$ cat src/rtl/knn_pkg.sv
// ----------------------------------------------------------------------------
// knn_pkg
// Shared types and constants for the k-nearest-neighbor list.
// ----------------------------------------------------------------------------
package knn_pkg;

	localparam int LIST_DEPTH = 32;
	localparam int COORD_BITS = 24;
	localparam int DIST_BITS  = 50;
	localparam int IDX_BITS   = 24;
	localparam int K_BITS     = 6;
	localparam int PTR_BITS   = $clog2(LIST_DEPTH);
	localparam int CNT_BITS   = $clog2(LIST_DEPTH + 1);
	localparam int ROOT_BITS  = 25;
	localparam int DIFF_BITS  = COORD_BITS + 1;
	localparam int SQ_BITS    = 2 * DIFF_BITS;

	localparam logic [DIST_BITS-1:0] DIST_MAX = {DIST_BITS{1'b1}};

	typedef enum logic [1:0] {
		ACT_CLEAR  = 2'd0,
		ACT_NODE   = 2'd1,
		ACT_INSERT = 2'd2,
		ACT_FINISH = 2'd3
	} action_t;

	typedef enum logic [1:0] {
		REG_QX = 2'd0,
		REG_QY = 2'd1,
		REG_QZ = 2'd2,
		REG_K  = 2'd3
	} reg_t;

	typedef enum logic [3:0] {
		ST_IDLE,
		ST_DIST,
		ST_SUM,
		ST_ROOT,
		ST_NODE_OUT,
		ST_SEARCH,
		ST_SHIFT,
		ST_READ,
		ST_READ_OUT
	} state_t;

	// Controller commands into the datapath.
	typedef struct packed {
		logic load;
		logic sq_step;
		logic sum;
		logic root_start;
		logic root_step;
		logic search_step;
		logic shift_step;
		logic write_new;
		logic read_step;
		logic out_node;
		logic out_entry;
		logic out_empty;
	} knn_cmd_t;

	// Datapath status back to the controller.
	typedef struct packed {
		logic sq_done;
		logic root_done;
		logic kth_ready;
		logic search_done;
		logic shift_done;
		logic accept_insert;
		logic list_empty;
		logic read_last;
		logic out_busy;
	} knn_sts_t;

endpackage

$ cat src/rtl/knn_ctrl.sv
// ----------------------------------------------------------------------------
// knn_ctrl
// Sequencer for clear, node test, insertion and readout.
// ----------------------------------------------------------------------------
module knn_ctrl (
	input  logic                       clk,
	input  logic                       arst_n,
	input  logic                       in_valid,
	input  logic [1:0]                 in_action,
	output logic                       in_ready,
	input  knn_pkg::knn_sts_t          sts,
	output knn_pkg::knn_cmd_t          cmd
);

	knn_pkg::state_t state_q, state_d;
	logic [1:0] act_q;

	// Hold state and latched action
	always_ff @(posedge clk or negedge arst_n) begin
		if (!arst_n) begin
			state_q <= knn_pkg::ST_IDLE;
			act_q   <= 2'd0;
		end else begin
			state_q <= state_d;
			if (in_valid && in_ready) act_q <= in_action;
		end
	end

	// Next state and commands
	always_comb begin
		state_d  = state_q;
		cmd      = '0;
		in_ready = 1'b0;
		case (state_q)
			knn_pkg::ST_IDLE: begin
				in_ready = 1'b1;
				if (in_valid) begin
					cmd.load = 1'b1;
					case (in_action)
						knn_pkg::ACT_CLEAR:  state_d = knn_pkg::ST_IDLE;
						knn_pkg::ACT_FINISH: state_d = knn_pkg::ST_READ;
						default:             state_d = knn_pkg::ST_DIST;
					endcase
				end
			end
			knn_pkg::ST_DIST: begin
				cmd.sq_step = 1'b1;
				if (sts.sq_done) state_d = knn_pkg::ST_SUM;
			end
			knn_pkg::ST_SUM: begin
				cmd.sum = 1'b1;
				if (act_q == knn_pkg::ACT_NODE) state_d = knn_pkg::ST_ROOT;
				else state_d = knn_pkg::ST_SEARCH;
			end
			knn_pkg::ST_ROOT: begin
				cmd.root_step = 1'b1;
				if (sts.root_done) state_d = knn_pkg::ST_NODE_OUT;
			end
			knn_pkg::ST_NODE_OUT: begin
				if (!sts.out_busy) begin
					cmd.out_node = 1'b1;
					state_d = knn_pkg::ST_IDLE;
				end
			end
			knn_pkg::ST_SEARCH: begin
				if (!sts.accept_insert) state_d = knn_pkg::ST_IDLE;
				else begin
					cmd.search_step = 1'b1;
					if (sts.search_done) state_d = knn_pkg::ST_SHIFT;
				end
			end
			knn_pkg::ST_SHIFT: begin
				if (sts.shift_done) begin
					cmd.write_new  = 1'b1;
					cmd.root_start = 1'b1;
					state_d = knn_pkg::ST_IDLE;
				end else cmd.shift_step = 1'b1;
			end
			knn_pkg::ST_READ: begin
				// Hold until the kth root has settled
				if (!sts.out_busy && sts.kth_ready) begin
					if (sts.list_empty) begin
						cmd.out_empty = 1'b1;
						state_d = knn_pkg::ST_IDLE;
					end else begin
						cmd.read_step = 1'b1;
						state_d = knn_pkg::ST_READ_OUT;
					end
				end
			end
			knn_pkg::ST_READ_OUT: begin
				if (!sts.out_busy) begin
					cmd.out_entry = 1'b1;
					if (sts.read_last) state_d = knn_pkg::ST_IDLE;
					else state_d = knn_pkg::ST_READ;
				end
			end
			default: state_d = knn_pkg::ST_IDLE;
		endcase
	end

endmodule

$ cat config.mk
export PLATFORM = sky130hd
export DESIGN_NAME = knn_ctrl
export DESIGN_NICKNAME = d
export VERILOG_FILES = /design/src/rtl/knn_pkg.sv /design/src/rtl/knn_ctrl.sv
export SDC_FILE = /design/constraint.sdc
export NUM_CORES = 1
export LEC_CHECK = 0
export BUFFER_PORTS_ARGS = -buffer_cell sky130_fd_sc_hd__clkbuf_2
export CAP_MARGIN = 20
export CORE_UTILIZATION = 39
export DETAILED_ROUTE_END_ITERATION = 12
export PLACE_DENSITY_LB_ADDON = 0.25
export SLEW_MARGIN = 5
export SYNTH_ARGS = -nofsm -noshare
export SYNTH_HDL_FRONTEND = slang
export SYNTH_SLANG_ARGS = --single-unit
$ cat constraint.sdc
create_clock -name clk -period 2.5 [get_ports clk]
set_clock_uncertainty 0.15 [all_clocks]
set_input_delay 0.375 -clock clk [delete_from_list [all_inputs] [get_ports clk]]
set_output_delay 0.375 -clock clk [all_outputs]
set_load 0.005 [all_outputs]
Word-level counts from Yosys, hierarchy flattened. Index checks and enable logic that the tools add are counted.

Equal/unequal tests: 18. Multiplexer cells: 35. Reduce and logical (&&, ||, !) cells: 6.

Operators by type and width (number): 4-bit two-way mux (10); 4-bit one-hot mux with 9 select lines (1); 1-bit two-way mux (20); 4-bit by 3-bit equality test with 1-bit output (second input constant) (4); 2-bit inequality test (second input constant) (7); 4-bit by 2-bit equality test with 1-bit output (second input constant) (2); 8-bit AND reduction (1); 3-bit two-way mux (2); 3-bit one-hot mux with 2 select lines (1); 4-bit by 1-bit equality test with 1-bit output (second input constant) (1); 4-bit equality test (second input constant) (1); 4-bit zero test (1); 3-bit inequality test (second input constant) (1); 2-bit by 1-bit equality test with 1-bit output (second input constant) (1); 2-bit equality test (second input constant) (1); 1-bit logical AND (2); 2-bit zero test (1); 2-bit two-way mux (1); 1-bit zero test (1).

Bits in registers: 6. Input bits: 14. Logic and storage cells: 61.

Depth between registers and ports, before layout. Gate-level depths: netlist of the first run.

Depth after elaboration: 4. Depth in mapped cells: 6. Depth with buffers taken out: 5.

Worst setup path before layout of the first run. Ideal clock, no wire load.

Path kind: flip-flop to flip-flop. Start point: reg state_q[3]. End point: reg state_q[0]. Setup time: 0.125 ns. Arrival time: 1.579 ns. Data required time: 2.225 ns. Setup slack: 0.646 ns. Cell stages (with the launch flop): 7. Buffers on the path: 1. Clock period less this slack: 1.854 ns. Cells stage by stage: dfrtp_1 -> buf_6 -> or2_4 -> nor3_1 -> a211oi_1 -> o21ai_2 -> mux2_2.

Longest elaborated chain between the ends: 3.

Ends and longest elaborated chain: from (decl) (line knn_ctrl.sv:15) `knn_pkg::state_t state_q, state_d;`; from (signal assigned) (line knn_ctrl.sv:21) `state_q <= knn_pkg::ST_IDLE;`; from (signal assigned) (line knn_ctrl.sv:24) `state_q <= state_d;`; 4-bit by 3-bit equality test with 1-bit output (tied with other cells) (line knn_ctrl.sv:34) `case (state_q)`; 3-bit inequality test (no source line) / 2-bit inequality test (equally long branches); 8-bit AND reduction (no source line).

Parallel ways exist; a longest one is shown, timed or not. A chain may end at the register's enable or synchronous reset.

Worst setup path in the final report of the first run.
Start point: reg state_q[1]. End point: reg state_q[2].

The elaborated chain is that of the path after synthesis.

==> results of run 1 <==
layer usage:
layer | up-vias | GRT usage (%) | wire, um
met4 | 0 | 10.00 | 0
li1 | 299 | - | -
met1 | 251 | 25.00 | 632
met3 | 0 | 3.333 | 63
met2 | 18 | 31.75 | 599
met5 | - | 0 | 0
worst max-delay path, stage by stage, from the launching register on:
cell	delay, ns
dfrtp_1	0.63
nor2b_1	0.14
and3_4	0.23
a2111oi_4	0.42
o21ai_2	0.10
mux2_4	0.31
state kept, by name, summed over array words and instances, names as in the netlist:
signal	cells
act_q	2
state_q	4
per-stage QoR:
step | cell area (um2) | power [W]
floorplan | 579.3 | 0.0005306
global placement | 699.4 | 0.0006309
detailed placement | 699.4 | 0.0006348
CTS | 732.0 | 0.0007274
global route | 732.0 | 0.0007941
finish | 732.0 | 0.0007196
worst paths after layout:
path | slack [ns] | to | from | cells after the start
setup / recovery | 0.39 | state_q[2] | state_q[1] | 5
hold / removal | 0.24 | act_q[0] | in_action[0] | 2
setup reg to reg | 0.39 | state_q[2] | state_q[1] | 5
hold reg to reg | 0.33 | act_q[1] | act_q[1] | 1
max in group asynchronous | 1.71 | state_q[0] | arst_n | 2
min in group asynchronous | 0.34 | state_q[2] | arst_n | 2
power by group through the flow:
stage | logic, W | clock network, W | registers (W)
2_1_floorplan | 0.000364 | 0 | 0.000167
3_3_place_gp | 0.000412 | 0 | 0.000219
3_5_place_dp | 0.000416 | 0 | 0.000218
4_1_cts | 0.000419 | 0.0000914 | 0.000217
5_1_grt | 0.000467 | 0.0000979 | 0.000229
6_report | 0.000414 | 0.0000868 | 0.000218
area by class of cell:
| class | count | area (um2) |
|---|---|---|
| multi-input combinational | 54 | 389.1 |
| timing repair buffer | 27 | 140.1 |
| tap | 15 | 18.77 |
| inverter | 3 | 11.26 |
| fill | 135 | 601.8 |
| clock buffer | 3 | 22.52 |
| sequential | 6 | 150.1 |
kinds of logic (layout without fill, tap and decap cells):
logic type	count (synthesis)	in the layout	share of synthesized area [%]
compound gates	13	13	20.52
simple gates	37	37	38.23
mux	4	4	8.422
flops	6	6	25.92
buf+inv	7	33	6.912
placed cells by master (no fill, tap or decap), drive strengths merged, types with 4 or more instances in the layout:
cell    instances
nor2            8
nand2           4
nor3            7
nor2b           4
clkbuf         29
mux2            4
dfrtp           6
timing repair:
item | 4_1_cts | 5_1_grt
endpoints found under the hold margin | 6 | 0
hold buffers | 1 | 0
setup endpoints to repair | 0 | 0
setup buffers | 0 | 0
==> summary.md, run 1 <==
| Metric | Value |
|---|---|
| Status | finished, final reports clean |
| Non-filler cells, final | between 100 and 150 |
| Vias in the first global route | 491 |
| Crit path kind | reg -> reg |
| Sequential area share after synthesis | 25.92% |
| CTS max path bufs | 2 |
| Synth Net Count | 81 |
| Max cap viols | 0 |
| Die width | roughly 40 um |
| Mapped Avg Cell Area | 8.646 um2 |
| Leak pwr | 0.3642 nW |
| RSZ-0062 raised after global routing | false |
| Fin Hold WS | between 0.2 and 0.25 ns |
| Final setup TNS | 0 ns |
| Number of synthesized flops with an enable pin | 0 |
| Net Sw Power | 0.0003089 W |
| Num rows | 13 |
| DR vias | 568 |
| Worst hold path class | in -> reg |
| Ys Warns | 0 |
| Synthesized area | 579.3 um2 |
| Number of placed instances, taps included | ~100 |
| Drt total wl | 1296 um |
| Overflow after GRT | 0 |
| Post-synthesis cell type count | 35 |
| Synth top cells by count | nor2_1, dfrtp_1, nor3_1, nand2_1 |
| Initial core utilization | 43.43% |
| Final hold vios | 0 |
| Layout net count | 109 |
| Crit path max fanout | 14 |
| Placement Setup Slack | 0.4206 ns |
| DRT iter0 DRCs | 12 |
| Ys flop type | dfrtp_1 |
| Data arrival, critical path | 2.08 ns |
| CTS clock-pin slew for the worst setup and hold paths | roughly 0.04 ns |
| Worst setup margin | between 0.3 and 0.4 ns |
| Startpoint types | register |
| Worst Tran Pin Value | roughly 0.47 ns |
| DRT Pass-1 Iters | 4 |
| Port bufs | 26 |
| Async SR Flop Fraction | 100.0% |
| Synth area leader | dfrtp_1 |
| Antenna Cells | 0 |
| Clock group share of total power | roughly 12% |
| Core ar. | 0.001334 mm2 |
| WL/cell | 12.00 um |
| TritonCTS clock tree | done |
| Switch share | between 40% and 50% |
| Tcrit/Tclk final | 84.41% |
| Area contributors post-synth | dfrtp_1, nor2_1, a2111oi_4 |
| # IOs | 27 |
| Global-route usage over all layers | 19.72% |
| Htree depth | 1 |
| Die Ht | 40.54 um |
| Slew Limit Headroom | 68.38% |
| Pint | 0.0004107 W |
| Share of cells above drive strength 1 | ~43% |
| Num CTS Buffers | 3 |
| Routed vias/inst | ~5.3 |
| Root buf cell | clkbuf_4 |
| Critical Path RT | 2.47 ns |
| Layout Utilization | 54.88% |
| Post-cts resize count | 0 |
| Final Slew Violations | 0 |
| Later-pin clock latency in the skew report | 0.24 ns |
| Critical Path End Type | register |
| Initial antenna violation count | 0 |
| Flop pwr share | 30.3% |
| # setup viols final | 0 |
| Flop and latch count out of synthesis | 6 |
| Global-route wire length before repair | approximately 2100 um |
| Detail Route Antenna Nets | 0 |
| Dominant cell by count in the synthesized netlist | nor2_1 |
| Peak VDD IR | 0.0004981 V |
| Min cycle time layout | ~2.1 ns |
| Syn Inst Count | 67 |
| # DRC | 0 |
| FMAX | about 470 MHz |
| Sink Count | 6 |
| DIE AREA | about 0.0016 mm2 |
| Area growth, synth to finish | 26.35% |
| GPL Wtd Cong | slightly below 0.8 |
| Combinational Power Share | 57.6% |
| Power per cell area | 983.1 mW/mm2 |
| Synth top area share | 25.92% |
| Largest net degree at the start of global routing | 15 |
No activity file was read; power rests on OpenSTA's default activity.
==> inputs of run 2 (changes only) <==
--- a/config.mk
+++ b/config.mk
@@ -5,6 +5,7 @@
 export SDC_FILE = /design/constraint.sdc
 export NUM_CORES = 1
 export LEC_CHECK = 0
+export ABC_AREA = 1
 export BUFFER_PORTS_ARGS = -buffer_cell sky130_fd_sc_hd__clkbuf_2
 export CAP_MARGIN = 20
 export CORE_UTILIZATION = 39
==> constraint.sdc (replaced) <==
create_clock -name clk -period 1.7 [get_ports clk]
set_clock_uncertainty 0.15 [all_clocks]
set_input_delay 0.255 -clock clk [delete_from_list [all_inputs] [get_ports clk]]
set_output_delay 0.255 -clock clk [all_outputs]
set_load 0.005 [all_outputs]
==> run 2 against run 1 <==
Global-route usage rose by 0.46 points. Critical path depth did not move. Setup slack got worse by 0.34 ns. Via count rose by 25%. Wire length rose by 17%. Clock-buffer cell count did not move. Synthesized area rose by 0.43%. Non-clock buffer count rose by 3. Worst hold slack got worse by 0.14 ns. Combinational power rose by 72%. Die area rose by 0.42%. Design area rose by 9.9%.
==> summary.md, run 2 <==
| Metric | Value |
|---|---|
| Status | finished, final reports clean |
| Area contributors post-synth | dfrtp_1, nand2_1, inv_1 |
| Synth top cells by count | nand2_1, inv_1, nand3_1, nor2_1, nor2_2 |
| Startpoint types | register |
| # DRC | 0 |
| Synthesized-area fraction occupied by and/or/nand/nor cells | 53.76% |
| Post-synthesis cell type count | 14 |
| DRT Pass-1 Iters | 4 |
| Critical path's top delay family | flip-flops |
| Overflow after GRT | 0 |
| Critical Path RT | roughly 1.3 ns |
| Mapped Avg Cell Area | just under 6 um2 |
| Routed vias/inst | 4.791 |
| Later-pin clock latency in the skew report | 0.25 ns |
| Most common cell after layout, fill and taps aside | nand2_1 |
| Synth Area in Compound Gates | 3.656% |
| Antenna Cells | 0 |
| Register-to-register setup slack | around 0.19 ns |
| Area growth, synth to finish | 38.28% |
| Die width | 40.63 um |
| Sequential area share after synthesis | 25.81% |
| Async SR Flop Fraction | 100.0% |
| Commonest cells after routing, fill and taps aside | nand2_1, clkbuf_2, inv_1, nand3_1, nor2_1 |
| Regs by FF count | state_q (4), act_q (2) |
| CTS clock-pin slew for the worst setup and hold paths | 0.05 ns |
| Layout net count | 149 |
| Root buf cell | clkbuf_4 |
| Fin area | 804.5 um2 |
| Synth top area share | 25.81% |
| Num CTS Buffers | 3 |
| DRT iter0 DRCs | 16 |
| FMAX | approximately 600 MHz |
| TritonCTS clock tree | done |
| Final Slew Violations | 0 |
| Synth area leader | dfrtp_1 |
| Synth Net Count | 115 |
| DP HPWL | between 1000 and 1500 um |
| Crit path max fanout | 8 |
| Peak VDD IR | 0.0007651 V |
| Ys Warns | 0 |
| Final hold vios | 0 |
| Synth Area in Adders | 0% |
| Num rows | 13 |
| # IOs | 27 |
| Reg2Reg Depth | 9 |
| Hold_sp | in_action[1] |
| Post-synthesis xor/xnor area fraction | 0% |
| Leak pwr | 0.5307 nW |
| Htree depth | 1 |
| Share of cells above drive strength 1 | 42.11% |
| RR Startpoint | state_q[3] |
| Global-route wire length before repair | 2104 um |
| Reg with most FFs | state_q |
| Detail Route Antenna Nets | 0 |
| Fill cell count | 142 |
| CP max-delay cell | dfrtp_2 |
| Flop and latch count out of synthesis | 6 |
| Tcrit/Tclk final | 97.00% |
| Post-synthesis mux area share | 0% |
| Total power | 0.001129 W |
| Min cycle time layout | around 1.6 ns |
| Slowest stage delay, CP | 0.41 ns |
| Critical Path End Type | primary output |
| Synthesized area | 581.8 um2 |
| CTS max path bufs | 2 |
| Hold Path Depth | 3 |
| Non-filler cells, final | 148 |
| Max reg flops | 4 |
| Vias in the first global route | 509 |
| Critical path startpoint | state_q[2] |
| Global-route usage over all layers | 20.18% |
| GPL Wtd Cong | between 0.8 and 0.9 |
| DR vias | 709 |
| CP cell instances | inv_2 -> nor2_4 -> nand3_1 -> inv_1 -> clkbuf_2 |
| Largest net degree at the start of global routing | 9 |
| RR Endpoint | state_q[1] |
| WL/cell | 10.23 um |
| Dominant cell by count in the synthesized netlist | nand2_1 |
| Worst Tran Pin Value | between 0.2 and 0.25 ns |
| Power per cell area | between 1000 and 1500 mW/mm2 |
| Placed cell areas | ~730 um2 |
| Fin Hold WS | between 0.09 and 0.1 ns |
| Initial antenna violation count | 0 |
| Crit path buffers/inverters | 3 |
| Largest family of logic cells by synthesized area | simple AND/OR/NAND/NOR gates |
| RSZ-0062 raised after global routing | true |
| Max cap viols | 0 |
| Number of synthesized flops with an enable pin | 0 |
| Syn Inst Count | 101 |
| # setup viols final | 0 |
| Drt total wl | roughly 1500 um |
| Sink Count | 6 |
| Data arrival, critical path | 1.24 ns |
| Port bufs | 26 |
| Initial core utilization | around 43% |
| DIE AREA | 0.001650 mm2 |
| Crit path kind | reg -> out |
| Ys flop type | dfrtp_1 |
| Number of placed instances, taps included | 142 |
| Slew Limit Headroom | 86.37% |
| Die Ht | just over 40 um |
| Core ar. | about 0.0014 mm2 |
| Worst hold path class | in -> reg |
| Layout Utilization | 59.59% |
| Worst hold path endpoint | act_q[1] |
[run 2: changes by cell type after synthesis, moves of 4 or more]
cell / before / now
inv_1: 3 / 19
inv_2: 0 / 5
nand2_1: 4 / 25
nand2_2: 0 / 4
nand3_1: 0 / 13
nor2_1: 8 / 13
nor2_2: 0 / 7
nor3_1: 5 / 0
[run 2: final cells by class]
type | instances | area (um2) | share of cell area [%]
Multi-Input combinational cell | 70 | 351.6 | 43.70
Timing Repair Buffer | 30 | 166.4 | 20.68
Inverter | 24 | 90.09 | 11.20
Sequential cell | 6 | 155.1 | 19.28
Tap cell | 15 | 18.77 | 2.333
Clock buffer | 3 | 22.52 | 2.799
[run 2: worst max-delay path by stage]
stage,endpoint,slack (ns),depth (start not counted)
final,cmd[6],0.05,5
after detailed placement,cmd[11],0.19,4
after global routing,cmd[3],-0.03,5
after CTS,cmd[11],0.007,4
after global placement,cmd[11],0.22,4
after floorplan,state_q[0],0.38,8
[run 2: worst register-to-register path: stages (launching register included)]
cell	delay [ns]
dfrtp_2	0.41
nor2_4	0.07
buf_6	0.13
buf_4	0.13
nand3_1	0.09
nand2_1	0.05
nor2_1	0.13
nand3_2	0.12
nand2_1	0.07
nand2_1	0.05
[run 2: logic make-up after synthesis]
family,count (synthesis)
AOI/OAI and AO/OA,4
buffers and inverters,25
DFF,6
and+or+nand+nor,66
[run 2: through the flow]
step	setup TNS (ns)	setup slack [ns]
after floorplan	0	0.3823
after global placement	0	0.2230
after detailed placement	0	0.1879
after CTS	0	0.006988
after global routing	-0.06520	-0.03280
final	0	0.05104
[run 2: repair_timing]
action	CTS	global route
hold buffers	1	0
pin swaps	1	3
setup endpoints to repair	1	11
endpoints found under the hold margin	6	0
buffers inserted	1	1
gates resized for setup	1	12
[run 2: routing by layer]
| layer | global-route usage (%) | vias up | part of all wire (%) |
|---|---|---|---|
| li1 | - | 368 | - |
| met2 | 34.52 | 30 | 50 |
| met4 | 10.00 | 0 | 2.0 |
| met1 | 23.18 | 307 | 42 |
| met5 | 0 | - | 0 |
| met3 | 4.891 | 4 | 5.2 |
[run 2: power breakdown]
part	internal, W	switching [W]
registers	0.000207	0.0000704
clock network	0.0000803	0.0000576
logic	0.000285	0.000428
==> inputs of run 3 (changes only) <==
--- a/config.mk
+++ b/config.mk
@@ -5,12 +5,12 @@
 export SDC_FILE = /design/constraint.sdc
 export NUM_CORES = 1
 export LEC_CHECK = 0
-export ABC_AREA = 1
 export BUFFER_PORTS_ARGS = -buffer_cell sky130_fd_sc_hd__clkbuf_2
 export CAP_MARGIN = 20
 export CORE_UTILIZATION = 39
 export DETAILED_ROUTE_END_ITERATION = 12
 export PLACE_DENSITY_LB_ADDON = 0.25
+export SKIP_CTS_REPAIR_TIMING = 1
 export SLEW_MARGIN = 5
 export SYNTH_ARGS = -nofsm -noshare
 export SYNTH_HDL_FRONTEND = slang
==> run 3 against run 2 <==
The run now ends with setup timing left. Combinational power grew 96%. Via count increased by 10%. Worst hold slack improved by 0.014 ns. Global-route usage increased by 1.2 points. Register-to-register slack got worse by 0.48 ns. Design area increased by 47%. Non-clock buffer count rose by 28. Clock power is 4% higher. Sequential power is 1% higher. Critical path type is now reg -> reg. Highest routed layer unchanged.
==> summary.md, run 3 (synthesis results as in run 1) <==
| Metric | Value |
|---|---|
| Root buf cell | clkbuf_4 |
| Crit path kind | reg -> reg |
| Detail Route Antenna Nets | 0 |
| Htree depth | 1 |
| Max reg flops | 4 |
| Critical Path End Type | register |
| Drt total wl | 2411 um |
| Fin Hold WS | 0.1107 ns |
| Power per cell area | between 1500 and 2000 mW/mm2 |
| Routed vias/inst | 5.612 |
| Critical Path RT | 1.70 ns |
| Layout net count | 140 |
| Worst hold path class | in -> reg |
| Status | complete, but fails checks |
| Num rows | 13 |
| Hold Path Depth | 2 |
| Peak VDD IR | 0.001044 V |
| Worst setup margin | -0.2934 ns |
| Data arrival, critical path | around 2 ns |
| Reg2Reg Depth | 7 |
| Slew Limit Headroom | between 60% and 70% |
| CTS clock-pin slew for the worst setup and hold paths | ~0.060 ns |
| Port bufs | 26 |
| Reg with most FFs | state_q |
| Vias in the first global route | around 560 |
| TritonCTS clock tree | done |
| Die width | 40.54 um |
| Global-route wire length before repair | about 2300 um |
| Num CTS Buffers | 3 |
| # setup viols final | 17 |
| Core ar. | 0.001334 mm2 |
| Leak pwr | 0.5734 nW |
| Worst Tran Pin Value | 0.4617 ns |
| Later-pin clock latency in the skew report | 0.27 ns |
| Failing checks | setup timing |
| Register-to-register setup slack | -0.29 ns |
| Fin area | about 0.0012 mm2 |
| DP HPWL | roughly 1300 um |
| Crit path buffers/inverters | 2 |
| DRT iter0 DRCs | 21 |
| Startpoint types | register |
| CP cell instances | buf_6 -> or3_4 -> a211oi_2 -> buf_4 -> a2111oi_4 -> o21ai_2 -> mux2_4 |
| Largest net degree at the start of global routing | 8 |
| DR vias | 780 |
| Antenna Cells | 0 |
| # IOs | 27 |
| Final Slew Violations | 0 |
| Final hold vios | 0 |
| GPL Wtd Cong | between 0.8 and 0.9 |
| Sink Count | 6 |
| Commonest cells after routing, fill and taps aside | buf_4, clkbuf_2, buf_6, buf_2, dfrtp_2 |
| CTS max path bufs | 2 |
| RSZ-0062 raised after global routing | true |
| DRT Pass-1 Iters | 4 |
| Hold_sp | in_action[1] |
| Min cycle time layout | 1.993 ns |
| Most common cell after layout, fill and taps aside | buf_4 |
| Max cap viols | 0 |
| Overflow after GRT | 0 |
| Slowest stage delay, CP | 0.43 ns |
| Placed cell areas | 889.6 um2 |
| RR Startpoint | state_q[2] |
| RR Endpoint | state_q[2] |
| FMAX | between 500 and 600 MHz |
| Area growth, synth to finish | 104.8% |
| Share of cells above drive strength 1 | 79.03% |
| Initial core utilization | 43.43% |
| Regs by FF count | state_q (4), act_q (2) |
| Worst hold path endpoint | act_q[1] |
| Initial antenna violation count | 0 |
| Fill cell count | 67 |
| WL/cell | ~17 um |
| Tcrit/Tclk final | 117.3% |
| Global-route usage over all layers | 21.35% |
| # DRC | 0 |
| CP max-delay cell | dfrtp_2 |
| Critical path's top delay family | flip-flops |
| Crit path max fanout | 5 |
| DIE AREA | between 0.0015 and 0.002 mm2 |
| Die Ht | 40.54 um |
run 3: layer usage:
metal  track usage (%)  vias up  part of all wire [%]  wire (um)
met5                 0        -                     0          0
met4             4.167        0                   4.4        107
met2             36.90       52                    53       1280
li1                  -      355                     -          -
met3             8.333       14                   7.2        174
met1             24.75      359                    35        849
run 3: how the worst max path moves through the flow:
stage / endpoint / start / cells after the start
floorplan: state_q[2] / state_q[2] / 5
global placement: state_q[2] / state_q[1] / 6
detailed placement: state_q[2] / state_q[1] / 6
CTS: cmd[3] / state_q[2] / 6
global route: cmd[3] / state_q[3] / 6
finish: state_q[2] / state_q[2] / 7
run 3: layout make-up:
class	instances	area [um2]	share of cell area, %
Tap cell	15	18.77	1.582
Inverter	3	11.26	0.9494
Timing Repair Buffer	58	431.7	36.39
Multi-Input combinational cell	54	546.8	46.10
Clock buffer	3	22.52	1.899
Sequential cell	6	155.1	13.08
run 3: worst register-to-register path, delay by kind of cell (launching register included):
kind | cells | cell delay [ns]
AO/OA/AOI/OAI | 3 | 0.36
buffers and inverters | 2 | 0.30
flip-flops | 1 | 0.43
multiplexers | 1 | 0.31
AND/OR/NAND/NOR | 1 | 0.33
run 3: where the power goes:
part	switching (W)	internal (W)
registers	0.0000705	0.000211
clock network	0.0000630	0.0000806
logic	0.000619	0.000776
total	0.000753	0.00107
run 3: stage by stage:
stage / cells / worst slack (ns) / util, % / setup TNS [ns] / power [W]
floorplan: 67 / -0.04853 / - / -0.08662 / 0.0008047
global placement: 125 / -0.1804 / 66.70 / -0.5157 / 0.001214
detailed placement: 125 / -0.1800 / 66.70 / -0.6407 / 0.001227
CTS: 128 / -0.3593 / 68.39 / -2.759 / 0.001362
global route: 139 / -0.3313 / 88.93 / -3.583 / 0.001924
finish: 139 / -0.2934 / 88.93 / -2.567 / 0.001820
